`src/hw/rtl/srlm_pkg.sv`:
```
// Shared types, constants and register indexes of the stereo RMS level meter.
package srlm_pkg;

  localparam int SAMPLE_BITS   = 16;
  localparam int SQUARE_W      = 2 * SAMPLE_BITS - 1;
  localparam int MEAN_W        = 2 * SAMPLE_BITS;
  localparam int ROOT_W        = SAMPLE_BITS;
  localparam int LEVEL_W       = 16;
  localparam int COUNT_W       = 32;
  localparam int DEN_W         = 16;
  localparam int MAX_PAIRS_DEF = 256;

  localparam int CFG_IDX_W     = 2;
  localparam int CFG_DATA_W    = 16;

  localparam logic [CFG_IDX_W-1:0] CFG_ENABLE     = 2'd0;
  localparam logic [CFG_IDX_W-1:0] CFG_KEEP       = 2'd1;
  localparam logic [CFG_IDX_W-1:0] CFG_FULL_SCALE = 2'd2;

  localparam logic [LEVEL_W-1:0] KEEP_RST       = 16'd60948;
  localparam logic [LEVEL_W-1:0] FULL_SCALE_RST = 16'd11141;
  localparam logic [LEVEL_W-1:0] LEVEL_MAX      = 16'hFFFF;

  typedef struct packed {
    logic add;
    logic clear;
  } acc_ctrl_t;

  typedef enum logic [2:0] {
    ST_IDLE,
    ST_DIV_MEAN,
    ST_SQRT,
    ST_MUL_OLD,
    ST_MUL_NEW,
    ST_SCALE_START,
    ST_DIV_SCALE,
    ST_OUT
  } srlm_state_e;

endpackage

```
`src/hw/rtl/srlm_lane.sv`:
```
// One channel lane: registered square of a signed sample.
module srlm_lane (
  input  logic                                      clk_i,
  input  logic                                      load_i,
  input  logic signed [srlm_pkg::SAMPLE_BITS-1:0]   sample_i,
  output logic        [srlm_pkg::SQUARE_W-1:0]      square_o
);

  logic signed [2*srlm_pkg::SAMPLE_BITS-1:0] prod;
  logic        [srlm_pkg::SQUARE_W-1:0]      square_q;

  assign prod = sample_i * sample_i;

  // Square of a two's complement value never exceeds 2^(2N-2): top bit drops.
  always_ff @(posedge clk_i) begin
    if (load_i) begin
      square_q <= prod[srlm_pkg::SQUARE_W-1:0];
    end
  end

  assign square_o = square_q;

endmodule

```
`src/hw/rtl/srlm_accum.sv`:
```
// Merge stage: adds both lane squares into the running buffer sum.
module srlm_accum #(
  parameter int SUM_W = 40
) (
  input  logic                              clk_i,
  input  logic                              rst_ni,
  input  srlm_pkg::acc_ctrl_t               ctrl_i,
  input  logic [srlm_pkg::SQUARE_W-1:0]     square_l_i,
  input  logic [srlm_pkg::SQUARE_W-1:0]     square_r_i,
  output logic [SUM_W-1:0]                  sum_o
);

  logic [srlm_pkg::SQUARE_W:0] pair_sum;
  logic [SUM_W-1:0]            sum_q, sum_d, sum_next;

  assign pair_sum = {1'b0, square_l_i} + {1'b0, square_r_i};
  assign sum_next = ctrl_i.add ? sum_q + SUM_W'(pair_sum) : sum_q;
  assign sum_d    = ctrl_i.clear ? '0 : sum_next;
  assign sum_o    = sum_next;

  always_ff @(posedge clk_i or negedge rst_ni) begin
    if (!rst_ni) begin
      sum_q <= '0;
    end else begin
      sum_q <= sum_d;
    end
  end

endmodule

```
`src/hw/rtl/srlm_div.sv`:
```
// Shared restoring divider, one quotient bit per cycle.
module srlm_div #(
  parameter int NUM_W = 40
) (
  input  logic                           clk_i,
  input  logic                           rst_ni,
  input  logic                           start_i,
  input  logic [NUM_W-1:0]               num_i,
  input  logic [srlm_pkg::DEN_W-1:0]     den_i,
  output logic                           done_o,
  output logic [NUM_W-1:0]               quo_o
);

  localparam int CNT_W = $clog2(NUM_W + 1);

  logic [NUM_W-1:0]             num_q, num_d;
  logic [srlm_pkg::DEN_W-1:0]   den_q, rem_q, rem_d;
  logic [srlm_pkg::DEN_W:0]     shifted, diff;
  logic [CNT_W-1:0]             cnt_q, cnt_d;
  logic                         busy_q, busy_d, done_q, done_d;
  logic                         ge;

  assign shifted = {rem_q, num_q[NUM_W-1]};
  assign ge      = shifted >= {1'b0, den_q};
  assign diff    = shifted - {1'b0, den_q};

  always_comb begin
    num_d  = num_q;
    rem_d  = rem_q;
    cnt_d  = cnt_q;
    busy_d = busy_q;
    done_d = 1'b0;
    if (start_i) begin
      num_d  = num_i;
      rem_d  = '0;
      cnt_d  = CNT_W'(NUM_W);
      busy_d = 1'b1;
    end else if (busy_q) begin
      // Shift the quotient bit in where the numerator bit leaves.
      num_d = {num_q[NUM_W-2:0], ge};
      rem_d = ge ? diff[srlm_pkg::DEN_W-1:0] : shifted[srlm_pkg::DEN_W-1:0];
      cnt_d = cnt_q - CNT_W'(1);
      if (cnt_q == CNT_W'(1)) begin
        busy_d = 1'b0;
        done_d = 1'b1;
      end
    end
  end

  always_ff @(posedge clk_i or negedge rst_ni) begin
    if (!rst_ni) begin
      busy_q <= 1'b0;
      done_q <= 1'b0;
      cnt_q  <= '0;
    end else begin
      busy_q <= busy_d;
      done_q <= done_d;
      cnt_q  <= cnt_d;
    end
  end

  always_ff @(posedge clk_i) begin
    num_q <= num_d;
    rem_q <= rem_d;
    if (start_i) begin
      den_q <= den_i;
    end
  end

  assign done_o = done_q;
  assign quo_o  = num_q;

endmodule

```
`src/hw/rtl/srlm_sqrt.sv`:
```
// Digit-by-digit integer square root, one root bit per cycle.
module srlm_sqrt (
  input  logic                            clk_i,
  input  logic                            rst_ni,
  input  logic                            start_i,
  input  logic [srlm_pkg::MEAN_W-1:0]     rad_i,
  output logic                            done_o,
  output logic [srlm_pkg::ROOT_W-1:0]     root_o
);

  localparam int RW    = srlm_pkg::ROOT_W;
  localparam int REM_W = RW + 2;
  localparam int CNT_W = $clog2(RW + 1);

  logic [srlm_pkg::MEAN_W-1:0] rad_q, rad_d;
  logic [REM_W-1:0]            rem_q, rem_d;
  logic [RW-1:0]               root_q, root_d;
  logic [REM_W+1:0]            rem_sh, trial, diff;
  logic [CNT_W-1:0]            cnt_q, cnt_d;
  logic                        busy_q, busy_d, done_q, done_d;
  logic                        ge;

  assign rem_sh = {rem_q, rad_q[srlm_pkg::MEAN_W-1 -: 2]};
  assign trial  = (REM_W + 2)'({root_q, 2'b01});
  assign ge     = rem_sh >= trial;
  assign diff   = rem_sh - trial;

  always_comb begin
    rad_d  = rad_q;
    rem_d  = rem_q;
    root_d = root_q;
    cnt_d  = cnt_q;
    busy_d = busy_q;
    done_d = 1'b0;
    if (start_i) begin
      rad_d  = rad_i;
      rem_d  = '0;
      root_d = '0;
      cnt_d  = CNT_W'(RW);
      busy_d = 1'b1;
    end else if (busy_q) begin
      rad_d  = {rad_q[srlm_pkg::MEAN_W-3:0], 2'b00};
      rem_d  = ge ? diff[REM_W-1:0] : rem_sh[REM_W-1:0];
      root_d = {root_q[RW-2:0], ge};
      cnt_d  = cnt_q - CNT_W'(1);
      if (cnt_q == CNT_W'(1)) begin
        busy_d = 1'b0;
        done_d = 1'b1;
      end
    end
  end

  always_ff @(posedge clk_i or negedge rst_ni) begin
    if (!rst_ni) begin
      busy_q <= 1'b0;
      done_q <= 1'b0;
      cnt_q  <= '0;
    end else begin
      busy_q <= busy_d;
      done_q <= done_d;
      cnt_q  <= cnt_d;
    end
  end

  always_ff @(posedge clk_i) begin
    rad_q  <= rad_d;
    rem_q  <= rem_d;
    root_q <= root_d;
  end

  assign done_o = done_q;
  assign root_o = root_q;

endmodule

```
`src/hw/rtl/stereo_rms_level_meter.sv`:
```
// Top level of the stereo RMS level meter: lanes, merge, end-of-buffer sequencer.
//
// Usage:
//   Sample pairs enter on the s_axis channel, one item per stereo pair; tlast
//   closes a buffer. While meter_enable is low every item is taken and dropped.
//   Each accepted pair is squared in two parallel lanes (left, right) and the
//   merge stage adds both squares into the buffer sum, one pair per cycle.
//   Pairs past MAX_PAIRS add nothing, but their tlast still closes the buffer.
//   When a buffer closes, the sequencer runs the shared divider (mean square),
//   the square root unit, the smoothing filter's multiply states (MUL_OLD,
//   MUL_NEW) and the divider again for the full-scale ratio, then emits one
//   result item on m_axis. The sum and the divider numerator are SUM_W =
//   32 + log2(MAX_PAIRS) bits wide. s_axis_tready stays low during that math,
//   so within a buffer the rate is one pair per cycle.
//   A finished result waits in the output register; a stalled receiver holds
//   m_axis and the next buffer keeps filling until its own close.
//   Reset clears the sum, the count, the smoothed level, the buffer counter and
//   restores the register defaults (meter disabled). cfg_ready_o is always high.
module stereo_rms_level_meter #(
  parameter int MAX_PAIRS = srlm_pkg::MAX_PAIRS_DEF
) (
  input  logic                                clk_i,
  input  logic                                rst_ni,
  // Configuration write channel
  input  logic                                cfg_valid_i,
  output logic                                cfg_ready_o,
  input  logic [srlm_pkg::CFG_IDX_W-1:0]      cfg_index_i,
  input  logic [srlm_pkg::CFG_DATA_W-1:0]     cfg_data_i,
  // Sample pair stream
  input  logic                                s_axis_tvalid,
  output logic                                s_axis_tready,
  input  logic [31:0]                         s_axis_tdata,  // left_sample, right_sample
  input  logic                                s_axis_tlast,  // last_in_buffer
  // Level result stream
  output logic                                m_axis_tvalid,
  input  logic                                m_axis_tready,
  output logic [79:0]                         m_axis_tdata   // rms, smoothed, scaled, count
);

  localparam int SB     = srlm_pkg::SAMPLE_BITS;
  localparam int LW     = srlm_pkg::LEVEL_W;
  localparam int CNT_W  = $clog2(MAX_PAIRS + 1);
  localparam int SUM_W  = 2 * SB + $clog2(MAX_PAIRS);

  // Configuration registers
  logic          enable_q;
  logic [LW-1:0] keep_q;
  logic [LW-1:0] full_scale_q;

  // Control
  srlm_pkg::srlm_state_e state_q, state_d;
  logic [CNT_W-1:0]      pair_cnt_q, pair_cnt_d;
  logic                  sq_valid_q, sq_valid_d;
  logic                  close_q, close_d;
  logic                  in_accept, counted;

  // Datapath
  logic [SB*2-2:0]       square_l, square_r;
  srlm_pkg::acc_ctrl_t   acc_ctrl;
  logic [SUM_W-1:0]      sum_next;
  logic                  div_start, div_done;
  logic [SUM_W-1:0]      div_num, div_quo;
  logic [srlm_pkg::DEN_W-1:0] div_den;
  logic                  sqrt_start, sqrt_done;
  logic [srlm_pkg::ROOT_W-1:0] root;

  logic [LW-1:0]         rms_q, smooth_q, scaled_q;
  logic [2*LW-1:0]       prod_q;
  logic [LW:0]           new_weight;
  logic [2*LW:0]         acc_sum;
  logic [2*LW-1:0]       scale_num;
  logic [srlm_pkg::COUNT_W-1:0] buffers_q;

  logic                  out_load, m_valid_q;
  logic [79:0]           m_data_q;

  // ---------------------------------------------------------------------------
  // Configuration: always ready, writes beyond the register list are ignored.
  assign cfg_ready_o = 1'b1;

  always_ff @(posedge clk_i or negedge rst_ni) begin
    if (!rst_ni) begin
      enable_q     <= 1'b0;
      keep_q       <= srlm_pkg::KEEP_RST;
      full_scale_q <= srlm_pkg::FULL_SCALE_RST;
    end else if (cfg_valid_i) begin
      unique case (cfg_index_i)
        srlm_pkg::CFG_ENABLE:     enable_q     <= cfg_data_i[0];
        srlm_pkg::CFG_KEEP:       keep_q       <= cfg_data_i;
        srlm_pkg::CFG_FULL_SCALE: full_scale_q <= cfg_data_i;
        default: ;
      endcase
    end
  end

  // ---------------------------------------------------------------------------
  // Input side: take pairs only in idle and not in the cycle that closes a buffer.
  assign s_axis_tready = (state_q == srlm_pkg::ST_IDLE) && !close_q;
  assign in_accept     = s_axis_tvalid && s_axis_tready && enable_q;
  assign counted       = in_accept && (pair_cnt_q < CNT_W'(MAX_PAIRS));

  srlm_lane u_lane_left (
    .clk_i    (clk_i),
    .load_i   (counted),
    .sample_i (s_axis_tdata[SB-1:0]),
    .square_o (square_l)
  );

  srlm_lane u_lane_right (
    .clk_i    (clk_i),
    .load_i   (counted),
    .sample_i (s_axis_tdata[16 +: SB]),
    .square_o (square_r)
  );

  // Merge a lane pair in the cycle after it was squared; on close, hand the full
  // sum to the divider and clear for the next buffer.
  assign acc_ctrl.add   = sq_valid_q;
  assign acc_ctrl.clear = close_q;

  srlm_accum #(
    .SUM_W (SUM_W)
  ) u_accum (
    .clk_i      (clk_i),
    .rst_ni     (rst_ni),
    .ctrl_i     (acc_ctrl),
    .square_l_i (square_l),
    .square_r_i (square_r),
    .sum_o      (sum_next)
  );

  // ---------------------------------------------------------------------------
  // Shared divider: mean square first, full-scale ratio second.
  assign scale_num = {smooth_q, {LW{1'b0}}} - (2*LW)'(smooth_q);

  always_comb begin
    div_start = 1'b0;
    div_num   = SUM_W'(scale_num);
    div_den   = full_scale_q;
    if (state_q == srlm_pkg::ST_IDLE) begin
      div_start = close_q;
      div_num   = sum_next;
      div_den   = srlm_pkg::DEN_W'({pair_cnt_q, 1'b0});
    end else if (state_q == srlm_pkg::ST_SCALE_START) begin
      div_start = 1'b1;
    end
  end

  srlm_div #(
    .NUM_W (SUM_W)
  ) u_div (
    .clk_i   (clk_i),
    .rst_ni  (rst_ni),
    .start_i (div_start),
    .num_i   (div_num),
    .den_i   (div_den),
    .done_o  (div_done),
    .quo_o   (div_quo)
  );

  assign sqrt_start = (state_q == srlm_pkg::ST_DIV_MEAN) && div_done;

  // Mean of the squared samples is at most 2^30, so the low word holds it.
  srlm_sqrt u_sqrt (
    .clk_i   (clk_i),
    .rst_ni  (rst_ni),
    .start_i (sqrt_start),
    .rad_i   (div_quo[srlm_pkg::MEAN_W-1:0]),
    .done_o  (sqrt_done),
    .root_o  (root)
  );

  // ---------------------------------------------------------------------------
  // Sequencer
  assign out_load = (state_q == srlm_pkg::ST_OUT) && (!m_valid_q || m_axis_tready);

  always_comb begin
    state_d    = state_q;
    pair_cnt_d = pair_cnt_q;
    sq_valid_d = counted;
    close_d    = in_accept && s_axis_tlast;
    if (counted) begin
      pair_cnt_d = pair_cnt_q + CNT_W'(1);
    end
    unique case (state_q)
      srlm_pkg::ST_IDLE: begin
        if (close_q) begin
          pair_cnt_d = '0;
          state_d    = srlm_pkg::ST_DIV_MEAN;
        end
      end
      srlm_pkg::ST_DIV_MEAN: begin
        if (div_done) begin
          state_d = srlm_pkg::ST_SQRT;
        end
      end
      srlm_pkg::ST_SQRT: begin
        if (sqrt_done) begin
          state_d = srlm_pkg::ST_MUL_OLD;
        end
      end
      srlm_pkg::ST_MUL_OLD:     state_d = srlm_pkg::ST_MUL_NEW;
      srlm_pkg::ST_MUL_NEW:     state_d = srlm_pkg::ST_SCALE_START;
      srlm_pkg::ST_SCALE_START: state_d = srlm_pkg::ST_DIV_SCALE;
      srlm_pkg::ST_DIV_SCALE: begin
        if (div_done) begin
          state_d = srlm_pkg::ST_OUT;
        end
      end
      srlm_pkg::ST_OUT: begin
        if (out_load) begin
          state_d = srlm_pkg::ST_IDLE;
        end
      end
      default: state_d = srlm_pkg::ST_IDLE;
    endcase
  end

  always_ff @(posedge clk_i or negedge rst_ni) begin
    if (!rst_ni) begin
      state_q    <= srlm_pkg::ST_IDLE;
      pair_cnt_q <= '0;
      sq_valid_q <= 1'b0;
      close_q    <= 1'b0;
    end else begin
      state_q    <= state_d;
      pair_cnt_q <= pair_cnt_d;
      sq_valid_q <= sq_valid_d;
      close_q    <= close_d;
    end
  end

  // ---------------------------------------------------------------------------
  // Smoothing filter: keep*old in ST_MUL_OLD, then add (1 - keep)*rms in ST_MUL_NEW.
  assign new_weight = (LW + 1)'(1 << LW) - (LW + 1)'(keep_q);
  assign acc_sum    = (2*LW + 1)'(prod_q) +
                      (2*LW + 1)'(new_weight) * (2*LW + 1)'(rms_q);

  always_ff @(posedge clk_i) begin
    if ((state_q == srlm_pkg::ST_SQRT) && sqrt_done) begin
      rms_q <= root;
    end
    if (state_q == srlm_pkg::ST_MUL_OLD) begin
      prod_q <= keep_q * smooth_q;
    end
    if ((state_q == srlm_pkg::ST_DIV_SCALE) && div_done) begin
      // Clamp the ratio at one; a zero full scale divides to all ones.
      scaled_q <= (|div_quo[SUM_W-1:LW]) ? srlm_pkg::LEVEL_MAX : div_quo[LW-1:0];
    end
  end

  always_ff @(posedge clk_i or negedge rst_ni) begin
    if (!rst_ni) begin
      smooth_q  <= '0;
      buffers_q <= '0;
    end else begin
      if (state_q == srlm_pkg::ST_MUL_NEW) begin
        smooth_q <= acc_sum[2*LW-1:LW];
      end
      if (out_load) begin
        buffers_q <= buffers_q + srlm_pkg::COUNT_W'(1);
      end
    end
  end

  // ---------------------------------------------------------------------------
  // Output register: hold the item until the receiver takes it.
  always_ff @(posedge clk_i or negedge rst_ni) begin
    if (!rst_ni) begin
      m_valid_q <= 1'b0;
    end else if (out_load) begin
      m_valid_q <= 1'b1;
    end else if (m_axis_tready) begin
      m_valid_q <= 1'b0;
    end
  end

  always_ff @(posedge clk_i) begin
    if (out_load) begin
      m_data_q <= {buffers_q + srlm_pkg::COUNT_W'(1), scaled_q, smooth_q, rms_q};
    end
  end

  assign m_axis_tvalid = m_valid_q;
  assign m_axis_tdata  = m_data_q;

endmodule
```
`config.mk`:
```
export PLATFORM = sky130hd
export DESIGN_NAME = stereo_rms_level_meter
export DESIGN_NICKNAME = d
export VERILOG_FILES = /design/src/hw/rtl/srlm_pkg.sv /design/src/hw/rtl/srlm_lane.sv /design/src/hw/rtl/srlm_accum.sv /design/src/hw/rtl/srlm_div.sv /design/src/hw/rtl/srlm_sqrt.sv /design/src/hw/rtl/stereo_rms_level_meter.sv
export SDC_FILE = /design/constraint.sdc
export NUM_CORES = 2
export LEC_CHECK = 0
export BUFFER_PORTS_ARGS = -buffer_cell sky130_fd_sc_hd__buf_2
export CAP_MARGIN = 5
export CORE_ASPECT_RATIO = 1.2
export CORE_MARGIN = 2
export CORE_UTILIZATION = 40
export DETAILED_ROUTE_END_ITERATION = 10
export MAX_ROUTING_LAYER = met4
export PLACE_DENSITY = 0.6
export SLEW_MARGIN = 20
export SYNTH_ARGS = -nofsm -noshare
export SYNTH_HDL_FRONTEND = slang
export SYNTH_SLANG_ARGS = --single-unit
```
`constraint.sdc`:
```
create_clock -name clk_i -period 9.8 [get_ports clk_i]
set_clock_uncertainty 0.1 [all_clocks]
set_input_delay 1.96 -clock clk_i [delete_from_list [all_inputs] [get_ports clk_i]]
set_output_delay 1.96 -clock clk_i [all_outputs]
set_load 0.02 [all_outputs]
```
==> results.yml <==
layout:
  layout_common_cells: "1281 x inv_1, 928 x fa_1, 709 x nand2_1"
  syn_to_final_growth_pct: 8.10
  drive_gt1_share_pct: 6.46
  mostFrequentLayoutCell: "inv_1"
  finalNetCount: 7484
  final_cell_count_no_fill: 8060
yosys:
  synth_area_mm2: 0.0586
  synthDistinctLibCells: 83
  synth-seq-cells: 493
  synthArstFlopShare_pct: 30.6
  synthFlopType: "edfxtp_1"
  synth_edf_count: 292
  ys_top_cells_by_area: "fa_1 32%, edfxtp_1 15%, ha_1 9.2%"
  synth_cells: 6050
  syn_area_per_cell_um2: 9.69
  synth_top_area_share_pct: 31.7
  ys_seq_area_share_pct: 23.1
  yosysTopAreaCell: "fa_1"
  synth_warnings: 0
critical_path:
  critPathKind: "reg2reg"
  crit_required_ns: 10.17
  cpPeakStageDelay_ns: 0.62
  crit_fanout: 17
  crit_top_cell: "fa_1"
  worst_setup_path_start_kind: "flip-flop"
  end_kind: "flip-flop"
  cp_data_arrival_time_ns: 9.13
  critPathSlowestCell: "nor4_1"
  worst_r2r_path_depth: 28
floorplanning:
  dieArea_mm2: 0.150
  io_pins: 139
  rows: 153
  die_x_um: 353
  initial_utilization_pct: 40.3
  core_mm2: 0.145
  die_height_um: 423
clock_network:
  cts_tree: "yes"
  cts-hold-fix-buffers: 0
  clk_latency_ns: 0.65
  cts_setup_buffers: 0
  path_clk_slew_ns: 0.06
  cts_buffers: 55
  cts_max_level: 2
  cts-root-buf: "clkbuf_16"
  clock-sinks: 493
  cts_resized: 0
  clock_path_buffers: 3
grt:
  grt.busiest_layer: "met2"
  use_met3_pct: 1.87
  antenna_found_initial: 6
  overflow: 0
  grtUsageTotal_pct: 20.7
  use_met1_pct: 23.7
  grt_max_degree: 68
  met2_usage_pct: 37.2
  grt_pass1_wl_um: 238000
  first_global_vias: 44400
route:
  wl_um: 146000
  vias: 40700
  routedWlPerCell_um: 18.1
  final_antenna_net_count: 0
  viasPerCell: 5.05
  first_pass_iters: 5
  drc: 0
  first_iter_violations: 2148
timing:
  worst_pin_slew_ns: 1.03
  finalSetupViolCount: 0
  drv_slew: 0
  hold_viol: 0
  layout_min_cycle_time_ns: 8.76
  finalCritPeriodShare_pct: 89.4
  finalWorstSetupSlack_ns: 1.04
  rsz0062_at_grt: "no"
  max_freq_mhz: 114
  fin_setup_tns_ns: 0
  slew_headroom_pct: 29.5
placed_design:
  dp_hpwl_um: 115000
  portBuffers: 137
  dp_slack_ns: 1.03
  dp.cells: 7950
  gp_congestion: 0.903
run:
  maxCapViolCount: 0
min_path:
  hp-class: "reg2reg"
  min_path_cells: 0
run_status:
  status: "finished, final reports clean"
==> cell usage after synthesis (all sizes together), types with 8 or more instances <==
cell,number
and3,37
o21ai,141
nor2,255
dfrtp,136
buf,15
a21o,70
dfxtp,50
mux2i,54
dfstp,15
nor3b,14
fa,928
nor2b,27
xor2,78
o211ai,14
a211oi,25
nand3b,12
nand2b,33
a21oi,183
xnor2,191
o311ai,8
o21bai,15
nand2,709
nor4b,8
nor4,22
a31oi,24
a22oi,8
ha,429
nand3,72
inv,1282
o21a,25
edfxtp,292
or2,15
nor3,66
clkbuf,222
nand4,25
or3,34
o31ai,11
and2,369
mux2,37
==> critical path, delay by kind of cell (launching register included) <==
| kind | cells | cell delay, ns |
|---|---|---|
| DFF | 1 | 0.59 |
| xor gates and xnor gates | 2 | 0.69 |
| buffers and inverters | 5 | 0.25 |
| adders and majority gates | 7 | 3.35 |
| and+or+nand+nor | 7 | 1.71 |
| AOI/OAI and AO/OA | 7 | 1.91 |
==> kinds of logic (layout without fill, tap and decap cells) <==
kind of cell | after synthesis | in the layout | share of synthesized area, %
muxes | 91 | 91 | 1.63
other | 2 | 8 | 0.0128
and+or+nand+nor | 1718 | 1718 | 14.1
buffers and inverters | 1521 | 1588 | 9.77
xor gates and xnor gates | 269 | 269 | 4.02
AOI/OAI and AO/OA | 599 | 599 | 6.42
DFF | 493 | 493 | 23.1
adders and majority gates | 1357 | 1357 | 40.9
==> state kept, by name, indices dropped and copies added (netlist names), 3 cells and up <==
signal and flops:
u_sqrt.root_o 16, u_lane_right.square_o 30, m_axis_tdata 80, u_lane_left.square_o 30, keep_q 16, u_accum.sum_q 40
buffers_q 32, prod_q 32, u_div.rem_q 16, state_q 3, u_div.cnt_q 6, u_div.den_q 16
rms_q 16, scaled_q 16, u_div.quo_o 40, u_sqrt.rad_q 32, full_scale_q 16, pair_cnt_q 9
smooth_q 16, u_sqrt.rem_q 18, u_sqrt.cnt_q 5
==> worst paths after layout <==
kind | to | from | slack (ns)
min | m_axis_tdata[42] | scaled_q[10] | 0.32
max in group asynchronous | u_div.busy_q | rst_ni | 7.12
max reg2reg | smooth_q[15] | keep_q[1] | 1.04
min in group asynchronous | buffers_q[19] | rst_ni | 1.19
max | smooth_q[15] | keep_q[1] | 1.04
min reg2reg | m_axis_tdata[42] | scaled_q[10] | 0.32
==> cell type report <==
class                           instances  area, um^2
Tap cell                             1937        2420
Multi-Input combinational cell       4037       39400
Timing Repair Buffer                  200        1160
Clock buffer                           77        1640
Sequential cell                       493       13600
Fill cell                           13900       81900
Inverter                             1284        4820
Clock inverter                         27         339
Antenna cell                            5        12.5
==> stage by stage <==
stage                     utilization, %  area (um^2)  hold WS (ns)
after floorplan                        -        58600         0.300
after global placement              42.2        61400         0.308
after detailed placement            42.2        61400         0.307
after CTS                           43.6        63300         0.322
after global routing                43.6        63400         0.322
final                               43.6        63400         0.320
==> per-layer routing <==
metal  vias to the layer above  wire (um)
met4                         0       6240
met1                     20700      57500
met2                       849      77200
met3                       278       5050
met5                         -          0
li1                      18800          -
Power is not shown: default switching activity piles up to over one toggle a cycle in this logic, so the estimate is an artifact.
